$ cat config.mk
export PLATFORM = sky130hd
export DESIGN_NAME = atpl_polar
export DESIGN_NICKNAME = d
export VERILOG_FILES = /design/src/design/atpl_pkg.sv /design/src/design/atpl_polar.sv
export SDC_FILE = /design/constraint.sdc
export NUM_CORES = 1
export LEC_CHECK = 0
export BUFFER_PORTS_ARGS = -buffer_cell sky130_fd_sc_hd__buf_2
export CAP_MARGIN = 0
export CORE_MARGIN = 4
export CORE_UTILIZATION = 30
export CTS_CLUSTER_DIAMETER = 200
export DETAILED_ROUTE_END_ITERATION = 8
export SETUP_SLACK_MARGIN = 0.5
export SLEW_MARGIN = 20
export SYNTH_ARGS = -nofsm -noshare
export SYNTH_HDL_FRONTEND = slang
export SYNTH_SLANG_ARGS = --single-unit
$ cat constraint.sdc
create_clock -name clk -period 12.3 [get_ports clk]
set_clock_uncertainty 0.05 [all_clocks]
set_input_delay 2.46 -clock clk [delete_from_list [all_inputs] [get_ports clk]]
set_output_delay 2.46 -clock clk [all_outputs]
set_load 0.05 [all_outputs]
$ cat src/design/atpl_pkg.sv
// ----------------------------------------------------------------------------
// atpl_pkg
// Types, constants and tables for the axis table polar lookup.
// ----------------------------------------------------------------------------
package atpl_pkg;

  localparam int MAX_POINTS = 64;
  localparam int PTR_W      = $clog2(MAX_POINTS);
  localparam int CNT_W      = $clog2(MAX_POINTS + 1);

  localparam int COORD_W = 24;
  localparam int DIFF_W  = COORD_W + 1;
  localparam int MUL_W   = DIFF_W + 1;
  localparam int PROD_W  = 2 * MUL_W;
  localparam int SQ_W    = 2 * DIFF_W;
  localparam int T_W     = 17;
  localparam int REM_W   = DIFF_W + 2;
  localparam int ANG_W   = 16;
  localparam int DIST_W  = 25;

  localparam int CORDIC_ITERS = 24;
  localparam int SQRT_STEPS   = 25;
  localparam int STEP_W       = 5;
  localparam int CW_W         = 58;
  localparam int ACC_W        = 28;

  localparam logic signed [ACC_W-1:0] PI_Q24       = 28'sd52707179;
  localparam logic signed [T_W-1:0]   ANGLE_LIMIT  = 17'sd25736;
  localparam logic signed [ACC_W-1:0] ANGLE_ROUND  = 28'sd1024;

  // request codes
  localparam logic [1:0] REQ_INSERT = 2'd0;
  localparam logic [1:0] REQ_CLEAR  = 2'd1;
  localparam logic [1:0] REQ_QUERY  = 2'd2;

  typedef struct packed {
    logic signed [COORD_W-1:0] z;
    logic signed [COORD_W-1:0] y;
    logic signed [COORD_W-1:0] x;
  } entry_t;

  typedef struct packed {
    logic                     start;
    logic signed [DIFF_W-1:0] dy;
    logic signed [DIFF_W-1:0] dx;
    logic [SQ_W-1:0]          sumsq;
  } polar_req_t;

  typedef struct packed {
    logic                    done;
    logic signed [ANG_W-1:0] angle;
    logic [DIST_W-1:0]       distance;
  } polar_rsp_t;

  // atan(2^-i) in units of 2^-24 rad
  function automatic logic signed [ACC_W-1:0] atan_q24(input logic [STEP_W-1:0] i);
    logic signed [ACC_W-1:0] v;
    unique case (i)
      5'd0:    v = 28'sd13176795;
      5'd1:    v = 28'sd7778716;
      5'd2:    v = 28'sd4110060;
      5'd3:    v = 28'sd2086331;
      5'd4:    v = 28'sd1047214;
      5'd5:    v = 28'sd524117;
      5'd6:    v = 28'sd262123;
      5'd7:    v = 28'sd131069;
      5'd8:    v = 28'sd65536;
      5'd9:    v = 28'sd32768;
      5'd10:   v = 28'sd16384;
      5'd11:   v = 28'sd8192;
      5'd12:   v = 28'sd4096;
      5'd13:   v = 28'sd2048;
      5'd14:   v = 28'sd1024;
      5'd15:   v = 28'sd512;
      5'd16:   v = 28'sd256;
      5'd17:   v = 28'sd128;
      5'd18:   v = 28'sd64;
      5'd19:   v = 28'sd32;
      5'd20:   v = 28'sd16;
      5'd21:   v = 28'sd8;
      5'd22:   v = 28'sd4;
      5'd23:   v = 28'sd2;
      default: v = '0;
    endcase
    return v;
  endfunction

endpackage

$ cat src/design/atpl_polar.sv
// ----------------------------------------------------------------------------
// atpl_polar
// Iterative CORDIC atan2 and digit-by-digit square root, one step a cycle.
// ----------------------------------------------------------------------------
module atpl_polar import atpl_pkg::*; (
  input  logic       clk,
  input  logic       rst_n,
  input  polar_req_t req,
  output polar_rsp_t rsp
);

  logic                     busy_r, busy_nxt;
  logic                     done_r, done_nxt;
  logic [STEP_W-1:0]        cnt_r, cnt_nxt;
  logic signed [CW_W-1:0]   x_r, x_nxt, y_r, y_nxt;
  logic signed [ACC_W-1:0]  acc_r, acc_nxt;
  logic                     zero_r, zero_nxt;
  logic [DIST_W-1:0]        root_r, root_nxt;
  logic [DIST_W+2:0]        rem_r, rem_nxt;
  logic [SQ_W-1:0]          sq_r, sq_nxt;

  logic signed [CW_W-1:0]   x_init, y_init, x_sh, y_sh;
  logic [DIST_W+2:0]        rem_s, trial;
  logic signed [ACC_W-1:0]  acc_rnd;
  logic signed [T_W-1:0]    ang_q;
  logic signed [ANG_W-1:0]  ang_c;

  assign x_init = CW_W'(req.dx) <<< 30;
  assign y_init = CW_W'(req.dy) <<< 30;
  assign x_sh   = x_r >>> cnt_r;
  assign y_sh   = y_r >>> cnt_r;
  assign rem_s  = {rem_r[DIST_W:0], sq_r[SQ_W-1 -: 2]};
  assign trial  = {1'b0, root_r, 2'b01};

  always_comb begin
    busy_nxt = busy_r;
    done_nxt = 1'b0;
    cnt_nxt  = cnt_r;
    x_nxt    = x_r;
    y_nxt    = y_r;
    acc_nxt  = acc_r;
    zero_nxt = zero_r;
    root_nxt = root_r;
    rem_nxt  = rem_r;
    sq_nxt   = sq_r;
    if (req.start) begin
      busy_nxt = 1'b1;
      cnt_nxt  = '0;
      zero_nxt = (req.dx == '0) && (req.dy == '0);
      root_nxt = '0;
      rem_nxt  = '0;
      sq_nxt   = req.sumsq;
      if (req.dx < 0) begin
        // turn by pi so the vector lands in the right half plane
        x_nxt   = -x_init;
        y_nxt   = -y_init;
        acc_nxt = (req.dy >= 0) ? PI_Q24 : -PI_Q24;
      end else begin
        x_nxt   = x_init;
        y_nxt   = y_init;
        acc_nxt = '0;
      end
    end else if (busy_r) begin
      if (cnt_r < STEP_W'(CORDIC_ITERS)) begin
        if (y_r > 0) begin
          x_nxt   = x_r + y_sh;
          y_nxt   = y_r - x_sh;
          acc_nxt = acc_r + atan_q24(cnt_r);
        end else begin
          x_nxt   = x_r - y_sh;
          y_nxt   = y_r + x_sh;
          acc_nxt = acc_r - atan_q24(cnt_r);
        end
      end
      sq_nxt = {sq_r[SQ_W-3:0], 2'b00};
      if (rem_s >= trial) begin
        rem_nxt  = rem_s - trial;
        root_nxt = {root_r[DIST_W-2:0], 1'b1};
      end else begin
        rem_nxt  = rem_s;
        root_nxt = {root_r[DIST_W-2:0], 1'b0};
      end
      if (cnt_r == STEP_W'(SQRT_STEPS - 1)) begin
        busy_nxt = 1'b0;
        done_nxt = 1'b1;
      end else begin
        cnt_nxt = cnt_r + 1'b1;
      end
    end
  end

  always_ff @(posedge clk) begin
    if (!rst_n) begin
      busy_r <= 1'b0;
      done_r <= 1'b0;
    end else begin
      busy_r <= busy_nxt;
      done_r <= done_nxt;
    end
    cnt_r  <= cnt_nxt;
    x_r    <= x_nxt;
    y_r    <= y_nxt;
    acc_r  <= acc_nxt;
    zero_r <= zero_nxt;
    root_r <= root_nxt;
    rem_r  <= rem_nxt;
    sq_r   <= sq_nxt;
  end

  // round to 2^-13 rad, halves up, then clamp
  assign acc_rnd = acc_r + ANGLE_ROUND;
  assign ang_q   = acc_rnd[ACC_W-1:11];

  always_comb begin
    if (zero_r) begin
      ang_c = '0;
    end else if (ang_q > ANGLE_LIMIT) begin
      ang_c = ANG_W'(ANGLE_LIMIT);
    end else if (ang_q < -ANGLE_LIMIT) begin
      ang_c = ANG_W'(-ANGLE_LIMIT);
    end else begin
      ang_c = ang_q[ANG_W-1:0];
    end
  end

  assign rsp.done     = done_r;
  assign rsp.angle    = ang_c;
  assign rsp.distance = root_r + DIST_W'(rem_r > {3'b000, root_r});

endmodule

==> results of run 1 <==
[kinds of logic (layout without fill, tap and decap cells)]
group / count (synthesis) / in the layout / share of synthesized area
DFF: 279 / 279 / 0.223
and+or+nand+nor: 1159 / 1159 / 0.165
buffers and inverters: 362 / 364 / 0.0495
xor gates and xnor gates: 360 / 360 / 0.0932
AOI/OAI and AO/OA: 1119 / 1119 / 0.212
adders and majority gates: 192 / 192 / 0.0717
muxes: 443 / 443 / 0.186
other: 0 / 1 / 0
[per-stage QoR]
step / setup WS (ns) / hold slack, ns
CTS: 3.71 / 0.440
detailed placement: 3.88 / 0.433
finish: 3.66 / 0.435
global placement: 4.05 / 0.424
global route: 3.15 / 0.473
floorplan: 5.40 / 0.410
[routing by layer]
metal / global-route usage / vias up / wire length [um]
met5: 0 / - / 38
met4: 0.0798 / 6 / 5330
met3: 0.0383 / 266 / 9440
met2: 0.304 / 1318 / 52700
met1: 0.255 / 15100 / 49900
li1: - / 14600 / -
[how the worst min path moves through the flow]
stage	startpoint	endpoint	slack, ns	depth (start not counted)
2_1_floorplan	root_r[24]	root_r[24]	0.41	2
3_3_place_gp	root_r[24]	root_r[24]	0.42	2
3_5_place_dp	rem_r[26]	rem_r[26]	0.43	2
4_1_cts	rem_r[26]	rem_r[26]	0.44	2
5_1_grt	rem_r[11]	rem_r[11]	0.47	2
6_report	rem_r[26]	rem_r[26]	0.44	2
[worst max-delay path: stages (launching register included)]
cell and delay (ns):
dfxtp_4 0.70, buf_4 0.82, mux2_2 0.49, mux4_2 0.53, mux2i_1 0.42, o221ai_1 0.35, nor4_4 0.49, nor3b_1 0.56
nand2_1 0.19, o21ai_0 0.23, xor2_1 0.29, ha_1 0.37, nand2_1 0.15, nor4_1 0.07, a311oi_1 0.21, o21ai_0 0.12
a21oi_1 0.43, o21ai_0 0.30, a41oi_1 0.53, o21ba_2 0.29, o221ai_1 0.18, a41oi_1 0.28, xor2_1 0.17, o21ai_0 0.08
[area by class of cell]
| cell class | instances | area [um^2] | area share |
|---|---|---|---|
| multi-input cells | 3273 | 24600 | 0.671 |
| flip-flops and latches | 279 | 7560 | 0.206 |
| clock inverters | 20 | 173 | 0.00470 |
| diodes | 1 | 2.50 | 0.0000682 |
| clock buffers | 50 | 1040 | 0.0283 |
| well taps | 1488 | 1860 | 0.0507 |
| repair buffers | 178 | 998 | 0.0272 |
| inverters | 116 | 438 | 0.0119 |
[cell usage in the layout (no fill, tap or decap), types with 12 or more instances in the layout]
cell | synthesis | routed
o31ai_1 | 43 | 43
and2_1 | 27 | 27
xor2_1 | 150 | 150
edfxtp_1 | 195 | 195
mux2i_1 | 160 | 160
a211oi_1 | 53 | 53
nand3_1 | 86 | 86
clkbuf_16 | 0 | 39
ha_1 | 189 | 189
nor4_1 | 31 | 31
a21boi_0 | 12 | 12
o21bai_1 | 14 | 14
a31oi_1 | 39 | 39
and3_1 | 36 | 36
a22oi_1 | 16 | 16
nor2_1 | 355 | 354
buf_2 | 41 | 143
o211ai_1 | 27 | 27
a21oi_1 | 313 | 313
o41ai_1 | 12 | 12
inv_1 | 110 | 110
mux2_2 | 143 | 143
mux4_2 | 127 | 127
o21a_1 | 40 | 40
or4_1 | 19 | 19
nor3b_1 | 13 | 13
dfxtp_1 | 84 | 78
nor2b_1 | 50 | 50
o21ai_0 | 270 | 269
nand2_1 | 332 | 331
nand2b_1 | 39 | 39
buf_4 | 10 | 33
or2_2 | 23 | 23
o22ai_1 | 29 | 29
xnor2_1 | 210 | 210
o221ai_1 | 14 | 14
nand4_1 | 34 | 34
nor3_1 | 60 | 60
a21o_1 | 86 | 86
[flip-flops by register name, summed over array words and instances (netlist names), named ones only]
name and count:
acc_r 28, busy_r 1, rem_r 28, sq_r 50, root_r 25, cnt_r 5
zero_r 1, done_r 1, x_r 58, y_r 58
[where the power goes]
group	leakage, nW	switching, mW	internal, mW	total, mW
Clock	0.580	0.480	0.606	1.09
Combinational	10.7	5.41	3.88	9.29
Sequential	2.70	0.644	1.53	2.17
Total	14.0	6.53	6.01	12.5
==> run summary, run 1 <==
The run finished with clean final reports. The total design power was 12.5 mW; the final global-route overflow total was 0. The tools report the type of element launching the critical path as a flop. The final layout contains 4181 nets.

At the end of routability-driven placement, the weighted congestion stood at 1.00. The startpoint identified for the worst register-to-register timing path is cnt_r[3]. Terminus of the critical flop-to-flop path: y_r[56]. For this design the ratio of total power to cell area is 342 mW/mm^2. The I/O pin count is 145.

The critical path class is reg2reg. For this design, the sink count on the clock tree is 279. The wire length of the first global-routing pass is 179000 um, and the core outline area is 0.111 mm^2. The number of nets in the synthesized netlist is 4209.

For the post-synthesis instance total, the log shows 3914. edfxtp_1 takes more of the synthesized area than any other cell. The maximum fanout encountered on the critical timing path was 74; the count of yosys warnings during synthesis was 0.

The number of global-route vias before repair was 29900; the actual transition at the worst max-transition pin was 1.14 ns. The run gives 122 as the floorplan row count. The total clock buffers created by CTS is 38, and the largest net degree at the start of global routing is 102. STA puts the critical path data required time at 12.57 ns. The most used flip-flop cell after synthesis is edfxtp_1.

The violation count after the first detailed-route iteration came out at 3366. The clock period could shrink to 8.64 ns. After clock tree synthesis, the flow added hold-fix buffers numbering 0. The clock-pin slew reported for the worst setup and hold paths after clock tree synthesis is 0.05 ns.

Including well taps, the total number of placed cells is 5334. For this run, the top clock speed supported by timing is 116 MHz. The tools report the sum of negative setup slack as 0 ns. The run gives 0.223 as the sequential cell area fraction in the yosys report.

The die covers 0.118 mm^2. In this run the cell area measured after placement is 0.0355 mm^2. The area overhead of the layout relative to synthesis is 8.49%. After synthesis, the netlist uses 104 different library cells. The vertical extent of the die works out to 344 um. TritonCTS built the clock tree. Setup violations remaining at the end of the flow were counted as 0.

The run gives 0 as the number of max-slew violations in the final report. In the final routed layout, each cell accounts on average for 21.7 um. Launch point of the critical path: cnt_r[3]. The area share of the largest cell type after synthesis came out at 0.173. The final core utilization came out at 0.330. The tools report the timing endpoint of the critical path as y_r[56]. For the worst-skew pair, the clock arrives at the later sink with an insertion delay of 0.61 ns. Summed over all nets, the half-perimeter wirelength after detailed placement is 88500 um. Setup repair after global routing left no endpoint under its margin. Library cell used as clock root buffer: clkbuf_16.

The detail route stage leaves a number of antenna-violating nets equal to 0. The maximum clock path buffer count is 3, and the filler-free cell count of the finished design is 5405. Wires add up to 117000 um.

At the worst endpoint, the arrival time is 8.91 ns. Counting flops and latches in the post-synthesis netlist gives 279. The analysis attributes to cell leakage a power of 14.0 nW. The final hold violation count is 0, and the width of the chip is 344 um. By count the netlist is led by nor2_1, nand2_1, a21oi_1, o21ai_0, xnor2_1.

Worst slew margin relative to its limit: 0.240. Each instance of the synthesized netlist takes up on average 8.65 um^2. The total standard cell area after synthesis was 0.0338 mm^2. The cell count of the worst reg-to-reg path is 23, and the post-route standard cell area excluding fillers is 0.0367 mm^2.

The global-route usage over all layers was 0.192; the initial cell density of the core was 0.304. Number of H-tree levels: 2. The post-synthesis async set-or-reset flop share works out to 0. The number of enable-type register cells in the synthesized netlist works out to 195. Across all layers, the routed design uses 31300 vias. The most frequent cell after synthesis is nor2_1.

The count of port buffers added during placement was 144; the count of maximum capacitance violations was 0. The part of the cycle the worst path needs was 0.702; the minimum setup slack among reg-to-reg paths was 3.66 ns. Dividing the detail-routed via count by the number of cells gives 5.79.

STA classifies the critical path endpoint as a flop. The number of gates resized after CTS was 0; the fraction of layout instances using a drive strength above 1 was 0.151. Classification of the worst-slack hold path: reg2reg. For the number of fillers in the final layout, the log shows 11700. The number of antenna violations at the first check in global routing was 6. By area the synthesized netlist is led by edfxtp_1, mux4_2, ha_1. In the routed design, unresolved DRC markers number 0. The number of setup buffers added after CTS is 0, and the peak supply drop is 153 uV.

Before antenna repair, the detailed router went through 6 iterations.
No activity file was read; power rests on OpenSTA's default activity.
==> inputs of run 2 (changes only) <==
==> constraint.sdc (replaced) <==
create_clock -name clk -period 7.21 [get_ports clk]
set_clock_uncertainty 0.05 [all_clocks]
set_input_delay 1.442 -clock clk [delete_from_list [all_inputs] [get_ports clk]]
set_output_delay 1.442 -clock clk [all_outputs]
set_load 0.05 [all_outputs]
==> run summary, run 2 (synthesized netlist as in run 1, its figures left out) <==
The run finished with clean final reports. Fraction of layout instances using a drive strength above 1: 0.227 (was 0.151). Area overhead of the layout relative to synthesis: 17.0% (was 8.49%).

The layer carrying the most global-route usage is met2 (unchanged). For the met1 capacity usage during global routing, the log shows 0.272 (was 0.255). The tools report the area of the die as 0.118 mm^2 (unchanged). Detailed placement HPWL: 93400 um (was 88500 um). The type of element launching the critical path was a flop (unchanged).

The classification of the worst-slack hold path was reg2reg (unchanged). Number of H-tree levels: 2 (unchanged). The run gives 0 ns (unchanged) as the sum of negative setup slack. The number of hold buffers added after CTS was 0 (unchanged). The maximum clock path buffer count is 3 (unchanged), and the data required time of the critical path is 7.45 ns (was 12.57 ns). The clock period minus final worst setup slack was 6.54 ns (was 8.64 ns).

The worst min-delay path startpoint was rem_r[26] (unchanged). Total design power: 23.1 mW (was 12.5 mW). For the number of max-slew violations in the final report, the log shows 0 (unchanged).

The logs give 0.318 (was 0.304) for the met2 usage and 6 (unchanged) for the number of antenna violations at the first check in global routing. Critical path class: reg2reg (unchanged). The tools report the startpoint of the lowest-slack register-to-register path as cnt_r[3] (unchanged).

Category of cells accounting for the largest share of critical-path delay: compound AO/OA/AOI/OAI gates (unchanged). The power per cell area is 583 mW/mm^2 (was 342 mW/mm^2), and the minimum setup slack among reg-to-reg paths is 0.67 ns (was 3.66 ns). The tools report the number of fillers in the final layout as 11400 (was 11700). The actual transition at the worst max-transition pin was 1.11 ns (was 1.14 ns); the count of buffering cells on the critical path with inverters included was 2 (was 1). The kind of end point of the critical path was a flop (unchanged). The wire length of the first global-routing pass was 185000 um (was 179000 um); the width of the chip was 344 um (unchanged). The vertical extent of the die is 344 um (unchanged). The maximum fanout encountered on the critical timing path came out at 7 (was 74). The clock-pin slew reported for the worst setup and hold paths after clock tree synthesis was 0.06 ns (was 0.05 ns); the via density per instance was 5.75 (was 5.79).

Largest registers ranked by flip-flop count: x_r: 58 flops, y_r: 58 flops, sq_r: 50 flops (unchanged). The signal arrival time at the worst endpoint is 6.78 ns (was 8.91 ns), and the total clock buffers created by CTS is 37 (was 38). The clock sink count came out at 279 (unchanged). The clock latency on the worst-skew pair was 0.59 ns (was 0.61 ns). The tools report the final global-route overflow total as 0 (unchanged).

Setup repair after global routing could not meet its margin everywhere. For the worst slew margin relative to its limit, the log shows 0.262 (was 0.240). TritonCTS built the clock tree.

Cell count of the worst reg-to-reg path: 25 (was 23). The count of port buffers added during placement came out at 144 (unchanged). The residual antenna-violating net count after detailed routing came out at 0 (unchanged). Total leakage power: 15.5 nW (was 14.0 nW). The global-route usage over all layers is 0.198 (was 0.192), and the number of detailed-route iterations in the first pass is 6 (unchanged). Terminus of the critical flop-to-flop path: y_r[56] (unchanged).

The routed wire length was 124000 um (was 117000 um); the number of DRC violations after detailed routing was 0 (unchanged). The cell depth of the worst min-delay path is 2 (unchanged). The run gives 290 uV (was 153 uV) as the peak supply drop. The final hold violation count was 0 (unchanged). The via count is 32400 (was 31300). The library cell used as clock root buffer is clkbuf_16 (unchanged). The run gives 0 (unchanged) as the final count of negative-setup-slack endpoints.

For the largest net degree at the start of global routing, the log shows 89 (was 102). For the I/O pin count, the log shows 145 (unchanged). The most common library cell in the layout ignoring fill and taps is nor2_1 (unchanged).

The tools report the number of global-route vias before repair as 30300 (was 29900). The cell with the largest stage delay on the worst path was mux4_2 (was buf_4). For the floorplan row count, the log shows 122 (unchanged). Met3 capacity usage during global routing: 0.0305 (was 0.0383). The core outline area came out at 0.111 mm^2 (unchanged). The placer's final routability congestion estimate was 0.986 (was 1.00).

The mean routed wirelength per cell was 21.9 um (was 21.7 um). Most used cells in the layout excluding fill and tap cells: nor2_1, nand2_1, a21oi_1 (unchanged). The tools report the final net count as 4423 (was 4181). The part of the cycle the worst path needs works out to 0.907 (was 0.702). Cell seen most often among critical-path stages: a21o_1 (was o21ai_0).

The biggest cell delay along the critical path is 0.53 ns (was 0.82 ns). The count of maximum capacitance violations was 0 (unchanged); the initial cell density of the core was 0.304 (unchanged). For the post-route worst hold slack, the log shows 0.436 ns (was 0.435 ns). The tools report the maximum achievable frequency as 153 MHz (was 116 MHz). The tools report the capture endpoint of the worst hold path as rem_r[26] (unchanged). Violation count after the first detailed-route iteration: 3423 (was 3366).
run 2: changes by cell type in the layout (fill, tap and decap cells not counted), sizes merged:
| cell | delta |
|---|---|
| inv | -1 |
| clkbuf | -2 |
| clkinvlp | -1 |
| buf | +238 |
| clkinv | +3 |
| bufinv | +4 |
run 2: metal layers:
metal / vias to the layer above / routed length, um
met5: - / 61
met4: 10 / 4320
li1: 15100 / -
met2: 1381 / 56400
met1: 15700 / 53300
met3: 234 / 9760
run 2: layout make-up:
cell class                 instances  area [um^2]  share of cell area
clock inverter                    25          245             0.00619
antenna                            1         2.50           0.0000632
multi-input combinational       3273        25300               0.640
tap                             1488         1860              0.0470
inverter                         116          447              0.0113
clock buffer                      43          948              0.0239
sequential                       279         7560               0.191
timing repair buffer             421         3200              0.0808
run 2: metrics by stage:
stage          cells  instance area [um^2]  utilization  setup slack [ns]
2_1_floorplan   3914                 33800            -             0.660
3_3_place_gp    5508                 36900        0.332             0.134
3_5_place_dp    5508                 37000        0.332             0.150
4_1_cts         5588                 38400        0.345             0.476
5_1_grt         5645                 39600        0.356             0.399
6_report        5646                 39600        0.356             0.672
run 2: worst register-to-register path, cell delays in order, from the launching register on:
cell and delay (ns):
dfxtp_4 0.45, buf_4 0.20, mux2_2 0.37, mux4_2 0.53
mux2i_2 0.30, o221ai_2 0.21, nor4_4 0.40, and4b_2 0.34
and2_4 0.18, nand2_2 0.09, o21ai_1 0.18, xor2_1 0.18
ha_1 0.32, a21o_1 0.22, a21o_1 0.17, a21oi_1 0.13
o21ai_0 0.14, a221o_1 0.35, a21o_1 0.18, a41oi_1 0.22
buf_4 0.19, o21ba_2 0.17, o221ai_1 0.18, a41oi_2 0.24
xor2_1 0.17, o21ai_0 0.08
run 2: power by group:
| group | internal, mW | switching (mW) | total [mW] | leakage, nW |
|---|---|---|---|---|
| clock network | 1.09 | 0.794 | 1.89 | 0.581 |
| registers | 2.60 | 0.930 | 3.53 | 2.71 |
| logic | 7.74 | 9.95 | 17.7 | 12.2 |
| total | 11.4 | 11.7 | 23.1 | 15.5 |
run 2: how the worst max path moves through the flow:
stage	end	slack (ns)	startpoint	cells after the start
final	y_r[56]	0.67	cnt_r[3]	25
after global routing	y_r[56]	0.40	x_r[32]	25
after CTS	y_r[57]	0.48	cnt_r[1]	26
after detailed placement	x_r[46]	0.15	cnt_r[3]	27
after global placement	x_r[44]	0.13	cnt_r[3]	27
after floorplan	y_r[56]	0.66	cnt_r[1]	31
run 2: repair_timing:
item / in CTS / in global routing
gates resized for setup: 37 / 137
pin swaps: 3 / 40
gates cloned: 0 / 5
setup endpoints to repair: 39 / 58
setup buffers: 12 / 52
